<file path="config.mk">
export PLATFORM = sky130hd
export DESIGN_NAME = bounded_positional_list_core
export DESIGN_NICKNAME = d
export VERILOG_FILES = /design/src/hdl/bpl_pkg.sv /design/src/hdl/bpl_fifo.sv /design/src/hdl/bpl_front.sv /design/src/hdl/bpl_back.sv /design/src/hdl/bounded_positional_list_core.sv
export SDC_FILE = /design/constraint.sdc
export NUM_CORES = 2
export LEC_CHECK = 0
export BUFFER_PORTS_ARGS = -buffer_cell sky130_fd_sc_hd__buf_4
export CORE_AREA = 2 2 413 333
export DETAILED_ROUTE_END_ITERATION = 6
export DIE_AREA = 0 0 415 335
export GPL_TIMING_DRIVEN = 0
export PLACE_DENSITY_LB_ADDON = 0.15
export REMOVE_ABC_BUFFERS = 1
export SYNTH_ARGS = -nofsm -noshare
export SYNTH_HDL_FRONTEND = slang
export SYNTH_SLANG_ARGS = --single-unit
</file>
<file path="constraint.sdc">
create_clock -name i_clk -period 6.2 [get_ports i_clk]
set_clock_uncertainty 0.15 [all_clocks]
set_input_delay 0.93 -clock i_clk [delete_from_list [all_inputs] [get_ports i_clk]]
set_output_delay 0.93 -clock i_clk [all_outputs]
set_load 0.005 [all_outputs]
</file>
<file path="src/hdl/bpl_pkg.sv">
`default_nettype none

package bpl_pkg;

    localparam int ENTRY_W = 32;
    localparam int POS_W   = 6;
    localparam int CAP_W   = 6;
    localparam int CNT_W   = 6;

    localparam logic [CAP_W-1:0] CAP_RESET = 6'd32;

    typedef enum logic [1:0] {
        OP_INSERT = 2'd0,
        OP_DELETE = 2'd1,
        OP_VIEW   = 2'd2,
        OP_CLEAR  = 2'd3
    } t_op;

    typedef enum logic [1:0] {
        ST_OK     = 2'd0,
        ST_FULL   = 2'd1,
        ST_BADPOS = 2'd2,
        ST_EMPTY  = 2'd3
    } t_status;

    typedef enum logic {
        BK_IDLE = 1'b0,
        BK_VIEW = 1'b1
    } t_back_state;

    // Command as handed from the front part to the back part.
    typedef struct packed {
        t_op                      op;
        logic                     pos_zero;
        logic [POS_W-1:0]         pos_m1;
        logic signed [ENTRY_W-1:0] value;
    } t_cmd;

    typedef struct packed {
        t_status                   status;
        logic signed [ENTRY_W-1:0] entry;
        logic [CNT_W-1:0]          entry_count;
        logic                      last;
    } t_result;

endpackage

`default_nettype wire

</file>
<file path="src/hdl/bpl_fifo.sv">
`default_nettype none

module bpl_fifo #(
    parameter type t_item = logic
) (
    input  wire logic  i_clk,
    input  wire logic  i_rst_n,
    input  wire logic  i_push,
    input  wire t_item i_data,
    output logic       o_full,
    input  wire logic  i_pop,
    output t_item      o_data,
    output logic       o_empty
);

    t_item      r_mem [2];
    logic       r_wptr;
    logic       r_rptr;
    logic [1:0] r_cnt;
    logic       w_wr;
    logic       w_rd;

    assign o_full  = (r_cnt == 2'd2);
    assign o_empty = (r_cnt == 2'd0);
    assign w_wr    = i_push && !o_full;
    assign w_rd    = i_pop && !o_empty;
    assign o_data  = r_mem[r_rptr];

    always_ff @(posedge i_clk) begin
        if (w_wr) begin
            r_mem[r_wptr] <= i_data;
        end
    end

    always_ff @(posedge i_clk) begin
        if (!i_rst_n) begin
            r_wptr <= 1'b0;
            r_rptr <= 1'b0;
            r_cnt  <= 2'd0;
        end else begin
            if (w_wr) begin
                r_wptr <= ~r_wptr;
            end
            if (w_rd) begin
                r_rptr <= ~r_rptr;
            end
            r_cnt <= r_cnt + 2'(w_wr) - 2'(w_rd);
        end
    end

endmodule

`default_nettype wire

</file>
<file path="src/hdl/bpl_front.sv">
`default_nettype none

module bpl_front (
    input  wire logic                     i_clk,
    input  wire logic                     i_rst_n,
    input  wire logic                     i_push,
    output logic                          o_full,
    input  wire logic [1:0]               i_opcode,
    input  wire logic [bpl_pkg::POS_W-1:0] i_position,
    input  wire logic signed [bpl_pkg::ENTRY_W-1:0] i_value,
    output logic                          o_cmd_valid,
    input  wire logic                     i_cmd_pop,
    output bpl_pkg::t_cmd                 o_cmd
);

    bpl_pkg::t_cmd w_cmd;
    logic          w_empty;

    // Positions are turned into 0-based indexes here; a zero position is
    // flagged so the back part never has to look at the wrapped index.
    always_comb begin
        w_cmd.op       = bpl_pkg::t_op'(i_opcode);
        w_cmd.pos_zero = (i_position == '0);
        w_cmd.pos_m1   = i_position - bpl_pkg::POS_W'(1);
        w_cmd.value    = i_value;
    end

    bpl_fifo #(
        .t_item (bpl_pkg::t_cmd)
    ) u_cmd_q (
        .i_clk   (i_clk),
        .i_rst_n (i_rst_n),
        .i_push  (i_push),
        .i_data  (w_cmd),
        .o_full  (o_full),
        .i_pop   (i_cmd_pop),
        .o_data  (o_cmd),
        .o_empty (w_empty)
    );

    assign o_cmd_valid = !w_empty;

endmodule

`default_nettype wire

</file>
<file path="src/hdl/bpl_back.sv">
`default_nettype none

module bpl_back #(
    parameter int DEPTH = 32
) (
    input  wire logic                      i_clk,
    input  wire logic                      i_rst_n,
    input  wire logic                      i_cfg_valid,
    input  wire logic [bpl_pkg::CAP_W-1:0] i_cfg_capacity,
    input  wire logic                      i_cmd_valid,
    output logic                           o_cmd_pop,
    input  wire bpl_pkg::t_cmd             i_cmd,
    output bpl_pkg::t_result               o_res,
    output logic                           o_empty,
    input  wire logic                      i_pop
);

    localparam int CW = $clog2(DEPTH + 1);
    localparam int XW = ((CW > bpl_pkg::POS_W) ? CW : bpl_pkg::POS_W) + 1;

    logic signed [bpl_pkg::ENTRY_W-1:0] r_entries [DEPTH];
    logic [CW-1:0]                 r_count;
    logic [CW-1:0]                 n_count;
    logic [CW-1:0]                 r_left;
    logic [CW-1:0]                 n_left;
    logic [bpl_pkg::CAP_W-1:0]     r_capacity;
    bpl_pkg::t_back_state          r_state;
    bpl_pkg::t_back_state          n_state;
    bpl_pkg::t_result              w_res;
    logic                          w_out_push;
    logic                          w_out_full;
    logic                          w_ins;
    logic                          w_del;
    logic                          w_rot;
    logic [XW-1:0]                 w_count_x;
    logic [XW-1:0]                 w_idx_x;
    logic                          w_is_full;

    assign w_count_x = XW'(r_count);
    assign w_idx_x   = XW'(i_cmd.pos_m1);
    assign w_is_full = (w_count_x >= XW'(r_capacity)) || (w_count_x >= XW'(DEPTH));

    always_comb begin
        n_state     = r_state;
        n_count     = r_count;
        n_left      = r_left;
        o_cmd_pop   = 1'b0;
        w_out_push  = 1'b0;
        w_ins       = 1'b0;
        w_del       = 1'b0;
        w_rot       = 1'b0;
        w_res.status      = bpl_pkg::ST_OK;
        w_res.entry       = '0;
        w_res.last        = 1'b1;
        unique case (r_state)
            bpl_pkg::BK_IDLE: begin
                if (i_cmd_valid && !w_out_full) begin
                    o_cmd_pop  = 1'b1;
                    w_out_push = 1'b1;
                    unique case (i_cmd.op)
                        bpl_pkg::OP_INSERT: begin
                            if (w_is_full) begin
                                w_res.status = bpl_pkg::ST_FULL;
                            end else if (i_cmd.pos_zero || w_idx_x > w_count_x) begin
                                w_res.status = bpl_pkg::ST_BADPOS;
                            end else begin
                                w_ins   = 1'b1;
                                n_count = r_count + CW'(1);
                            end
                        end
                        bpl_pkg::OP_DELETE: begin
                            if (r_count == '0) begin
                                w_res.status = bpl_pkg::ST_EMPTY;
                            end else if (i_cmd.pos_zero || w_idx_x >= w_count_x) begin
                                w_res.status = bpl_pkg::ST_BADPOS;
                            end else begin
                                w_del   = 1'b1;
                                n_count = r_count - CW'(1);
                            end
                        end
                        bpl_pkg::OP_VIEW: begin
                            if (r_count == '0) begin
                                w_res.status = bpl_pkg::ST_EMPTY;
                            end else begin
                                // The entries go out one per cycle from the view state if results have room.
                                w_out_push = 1'b0;
                                n_left     = r_count;
                                n_state    = bpl_pkg::BK_VIEW;
                            end
                        end
                        bpl_pkg::OP_CLEAR: begin
                            if (r_count == '0) begin
                                w_res.status = bpl_pkg::ST_EMPTY;
                            end else begin
                                n_count = '0;
                            end
                        end
                        default: begin
                            w_res.status = bpl_pkg::ST_OK;
                        end
                    endcase
                end
            end
            bpl_pkg::BK_VIEW: begin
                if (!w_out_full) begin
                    // The head entry is sent and the occupied part of the list
                    // rotates by one, so after count steps it is back in order.
                    w_out_push  = 1'b1;
                    w_rot       = 1'b1;
                    w_res.entry = r_entries[0];
                    w_res.last  = (r_left == CW'(1));
                    n_left      = r_left - CW'(1);
                    if (r_left == CW'(1)) begin
                        n_state = bpl_pkg::BK_IDLE;
                    end
                end
            end
            default: begin
                n_state = bpl_pkg::BK_IDLE;
            end
        endcase
        w_res.entry_count = bpl_pkg::CNT_W'(n_count);
    end

    for (genvar g = 0; g < DEPTH; g++) begin : g_cell
        logic signed [bpl_pkg::ENTRY_W-1:0] w_prev;
        logic signed [bpl_pkg::ENTRY_W-1:0] w_next;
        logic signed [bpl_pkg::ENTRY_W-1:0] w_d;
        logic                          w_we;

        if (g > 0) begin : g_has_prev
            assign w_prev = r_entries[g-1];
        end else begin : g_no_prev
            assign w_prev = '0;
        end
        if (g < DEPTH - 1) begin : g_has_next
            assign w_next = r_entries[g+1];
        end else begin : g_no_next
            assign w_next = '0;
        end

        always_comb begin
            w_we = 1'b0;
            w_d  = w_next;
            if (w_ins) begin
                if (XW'(g) == w_idx_x) begin
                    w_we = 1'b1;
                    w_d  = i_cmd.value;
                end else if (XW'(g) > w_idx_x && XW'(g) <= w_count_x) begin
                    w_we = 1'b1;
                    w_d  = w_prev;
                end
            end else if (w_del) begin
                if (XW'(g) >= w_idx_x && XW'(g) + XW'(1) < w_count_x) begin
                    w_we = 1'b1;
                end
            end else if (w_rot) begin
                if (XW'(g) + XW'(1) < w_count_x) begin
                    w_we = 1'b1;
                end else if (XW'(g) + XW'(1) == w_count_x) begin
                    w_we = 1'b1;
                    w_d  = r_entries[0];
                end
            end
        end

        always_ff @(posedge i_clk) begin
            if (w_we) begin
                r_entries[g] <= w_d;
            end
        end
    end

    always_ff @(posedge i_clk) begin
        if (!i_rst_n) begin
            r_state    <= bpl_pkg::BK_IDLE;
            r_count    <= '0;
            r_left     <= '0;
            r_capacity <= bpl_pkg::CAP_RESET;
        end else begin
            r_state <= n_state;
            r_count <= n_count;
            r_left  <= n_left;
            if (i_cfg_valid) begin
                r_capacity <= i_cfg_capacity;
            end
        end
    end

    bpl_fifo #(
        .t_item (bpl_pkg::t_result)
    ) u_res_q (
        .i_clk   (i_clk),
        .i_rst_n (i_rst_n),
        .i_push  (w_out_push),
        .i_data  (w_res),
        .o_full  (w_out_full),
        .i_pop   (i_pop),
        .o_data  (o_res),
        .o_empty (o_empty)
    );

endmodule

`default_nettype wire

</file>
<file path="src/hdl/bounded_positional_list_core.sv">
`default_nettype none
// Channel   | Direction | Handshake           | Payload
// ----------+-----------+---------------------+-------------------------------------
// command   | in        | push / full         | i_opcode, i_position, i_value
// result    | out       | empty / pop         | o_status, o_entry, o_entry_count, o_last
// capacity  | in        | i_cfg_valid / ready | i_cfg_capacity
//
// Insert, delete and clear are done in the list unit's idle state; a view enters
// a view state that sends one entry per cycle, set by the single head read.
// A two-item command queue and a two-item result queue let both sides stall
// independently; a full result queue stalls the list unit.
// Reset is synchronous and empties the list; capacity returns to 32.

module bounded_positional_list_core #(
    parameter int DEPTH = 32
) (
    input  wire logic                       i_clk,
    input  wire logic                       i_rst_n,
    input  wire logic                       push,
    output logic                            full,
    input  wire logic [1:0]                 i_opcode,
    input  wire logic [5:0]                 i_position,
    input  wire logic signed [31:0]         i_value,
    output logic                            empty,
    input  wire logic                       pop,
    output logic [1:0]                      o_status,
    output logic signed [31:0]              o_entry,
    output logic [5:0]                      o_entry_count,
    output logic                            o_last,
    input  wire logic                       i_cfg_valid,
    output logic                            o_cfg_ready,
    input  wire logic [5:0]                 i_cfg_capacity
);

    bpl_pkg::t_cmd    w_cmd;
    logic             w_cmd_valid;
    logic             w_cmd_pop;
    bpl_pkg::t_result w_res;

    assign o_cfg_ready = 1'b1;

    bpl_front u_front (
        .i_clk       (i_clk),
        .i_rst_n     (i_rst_n),
        .i_push      (push),
        .o_full      (full),
        .i_opcode    (i_opcode),
        .i_position  (i_position),
        .i_value     (i_value),
        .o_cmd_valid (w_cmd_valid),
        .i_cmd_pop   (w_cmd_pop),
        .o_cmd       (w_cmd)
    );

    bpl_back #(
        .DEPTH (DEPTH)
    ) u_back (
        .i_clk          (i_clk),
        .i_rst_n        (i_rst_n),
        .i_cfg_valid    (i_cfg_valid),
        .i_cfg_capacity (i_cfg_capacity),
        .i_cmd_valid    (w_cmd_valid),
        .o_cmd_pop      (w_cmd_pop),
        .i_cmd          (w_cmd),
        .o_res          (w_res),
        .o_empty        (empty),
        .i_pop          (pop)
    );

    assign o_status      = w_res.status;
    assign o_entry       = w_res.entry;
    assign o_entry_count = w_res.entry_count;
    assign o_last        = w_res.last;

endmodule

`default_nettype wire

</file>
==> flow_metrics.tcl <==
set metrics [dict create \
    ys_async_sr_fraction 0 \
    worstHoldPathType "primary input to flop" \
    hpwl_um 233000 \
    worstSkewPairLatency_ns 0.82 \
    hold_viol_final 0 \
    yosys_warnings 0 \
    regArea_um2 36300 \
    p_leak_nw 32.1 \
    ys_top_cells_by_count "1188 x edfxtp_1, 988 x mux2i_1, 631 x o21ai_0, 536 x clkbuf_1, 514 x nand2_1" \
    drt-met1-wl_um 126000 \
    r2r_slack_ns -0.03 \
    path_class "flop to flop" \
    r2r-end "u_back.r_entries[1][343]" \
    ctsLongestPathBuffers 3 \
    layout-drive-gt1-share 0.137 \
    htree_levels 4 \
    chipWidth_um 415 \
    min_period_ns 6.23 \
    post-synth-top-area-cell "edfxtp_1" \
    p_int_mw 16.3 \
    antenna_found_initial 15 \
    r2r_cells 14 \
    wl_met2_um 135000 \
    design_area_um2 88500 \
    combPwrFrac 0.282 \
    synth_top_area_share 0.459 \
    slew_violations 72 \
    cts_buffers 136 \
    yosysMostFrequentCell "edfxtp_1" \
    grt_overflow 0 \
    die-height_um 335 \
    dr_wl_met3_um 61800 \
    placed_cell_area_um2 84000 \
    fp-row-count 121 \
    crit_fanout 74 \
    grt_max_degree 95 \
    status "complete, but fails checks" \
    drc_errors 153 \
    p_sw_frac 0.365 \
    vias 71600 \
    core-area_um2 135000 \
    hp-start "i_value[16]" \
    grt_pass1_vias 66800 \
    ant_nets 0 \
    p_per_area_nw_per_um2 290 \
    switchingPower_mw 9.37 \
    max_stage_delay_ns 0.89 \
    setup_violations 19 \
    worst_slack_ns -0.0323 \
    pre_cts_ws_ns -1.15 \
    cap_violations 4 \
    hold_buffers 0 \
    clock-root-buffer "clkbuf_16" \
    cts_sinks 1217 \
    cp.required_ns 6.55 \
    final_util 0.655 \
    ys_types 103 \
    synthFlopType "edfxtp_1" \
    gp_congestion 1.04 \
    tns_ns -0.394 \
    rsz0062_at_grt "no" \
    max_freq_ghz 0.160 \
    violations "DRC, capacitance limit, slew limit, setup timing" \
    tightest_slew_ns 1.67 \
    dr.first_iter.drc_count 13600 \
    clock_power_share 0.318 \
    detail_route.wl_per_cell_um 38.0 \
    fin_crit_sh 1.01 \
    holdPathEnd "u_front.u_cmd_q.r_mem[1][16]" \
    area_growth_syn_to_layout_pct 13.8 \
    cts_tree "built" \
    drt_wl_total_um 348000 \
    grt_first_pass_wirelength_um 485000 \
    synth_edf_count 1188 \
    path_clk_slew_ns 0.06 \
    highest_layer "met5" \
    multi_input_area_um2 38300 \
    ys_seq_area_frac 0.466 \
    crit_chain "buf_16, mux2i_4, inv_1, ha_1, nand2b_1, a21oi_1, o21ai_4, buf_4, nand3_4, buf_16, buf_12, nor3_1, a21oi_4, buf_12" \
    p_seq_frac 0.400 \
    drt_pass1_iterations 7 \
    synth-seq-cells 1217 \
    critPathSlowestCell "a21oi_4" \
    io_buffer_count 93 \
    avgSynthCellArea_um2 10.2 \
    critPathLaunchType "flop" \
    slew_headroom -0.145 \
    die-area_um2 139000 \
    track_usage 0.484 \
    synthTopCellsByArea "edfxtp_1 46%, mux2i_1 13%, o21ai_0 4.1%" \
    syn-cell-area_um2 77700 \
    vdd_drop_max_mv 0.407 \
    start_util 0.576 \
    netlist_instances 7600 \
    io_pins 95 \
    end_kind "flop" \
    final_nets 7328 \
    drt-vias-per-instance 7.81 \
    n_fill_cell 10300 \
    whs_path_depth 1 \
    crit_arrival_ns 6.59 \
]
-- logic make-up after synthesis --
family | after synthesis | share of synthesized area
AND/OR/NAND/NOR | 1577 | 0.0940
buffers and inverters | 1067 | 0.0582
multiplexers | 1196 | 0.157
adder cells (fa/ha/maj) | 24 | 0.00386
AO/OA/AOI/OAI | 2507 | 0.219
other | 1 | 0.0000482
flip-flops | 1217 | 0.466
XOR/XNOR | 11 | 0.00124
-- state kept, by name, indices dropped and copies added (netlist names), named ones only --
name / count
u_back.r_entries: 1024
u_front.u_cmd_q.r_wptr: 1
u_front.u_cmd_q.r_rptr: 1
u_back.r_count: 6
u_back.r_state: 1
u_front.u_cmd_q.r_mem: 82
u_back.r_left: 6
u_back.u_res_q.r_mem: 82
u_back.u_res_q.r_rptr: 1
u_front.u_cmd_q.r_cnt: 2
u_back.r_capacity: 6
u_back.u_res_q.r_cnt: 2
u_back.u_res_q.r_wptr: 1
-- worst max path at each step --
| stage | to | cells after the start |
|---|---|---|
| 2_1_floorplan | u_back.r_entries[0][128] | 8 |
| 3_3_place_gp | u_back.r_entries[1][274] | 8 |
| 3_5_place_dp | u_back.r_entries[0][325] | 15 |
| 4_1_cts | u_back.r_entries[0][325] | 15 |
| 5_1_grt | u_back.r_entries[0][302] | 15 |
| 6_report | u_back.r_entries[1][343] | 14 |
-- per-stage QoR --
stage               hold WS, ns  cells  total power [mW]
detailed placement        0.324   8889              17.1
finish                    0.147   9165              25.7
global placement          0.317   8579              16.7
CTS                       0.120   9140              25.1
floorplan                 0.299   6703              13.5
global route              0.138   9145              26.0
-- placed cells by master (no fill, tap or decap), types with 162 or more instances in the layout --
cell | netlist | final
mux2_2 | 201 | 201
inv_1 | 162 | 162
nand2_1 | 514 | 500
a211oi_1 | 316 | 315
o22ai_1 | 314 | 311
a21oi_1 | 180 | 170
nor2_1 | 480 | 462
nor2b_1 | 224 | 223
o211ai_1 | 291 | 291
a22oi_1 | 219 | 218
mux2i_1 | 988 | 959
o21ai_0 | 631 | 628
edfxtp_1 | 1188 | 1188
-- layer usage --
layer	track usage	vias up
met4	0.294	26
met5	0.0585	-
met3	0.238	1292
li1	-	28600
met2	0.638	6642
met1	0.626	35000
-- repair_timing --
| item | CTS | global route |
|---|---|---|
| cloned | 3 | 0 |
| buffers inserted | 2 | 2 |
| gates resized for setup | 3 | 0 |
| endpoints found under the setup margin | 1664 | 163 |
| pin swaps | 0 | 1 |
-- cell type report --
type                            count  share of cell area
Timing Repair Buffer              409              0.0763
Inverter                          170             0.00721
Multi-Input combinational cell   5319               0.433
Clock inverter                     68             0.00577
Tap cell                         1783              0.0252
Clock buffer                      178              0.0423
Antenna cell                       21            0.000594
Sequential cell                  1217               0.410
-- power groups by stage --
stage | clock [mW] | combinational, mW | sequential, mW
after floorplan | 0 | 3.28 | 10.3
after global placement | 0 | 6.10 | 10.6
after detailed placement | 0 | 6.70 | 10.4
after CTS | 8.10 | 6.83 | 10.2
after global routing | 8.40 | 7.31 | 10.3
final | 8.16 | 7.25 | 10.3
-- worst max-delay path: cells and delay by family, from the launching register on --
kind	cells	cell delay, ns
AND/OR/NAND/NOR	3	0.69
AO/OA/AOI/OAI	3	1.35
adder cells (fa/ha/maj)	1	0.43
buffers and inverters	6	1.88
flip-flops	1	0.68
multiplexers	1	0.59
(Power assumes the default switching activity.)
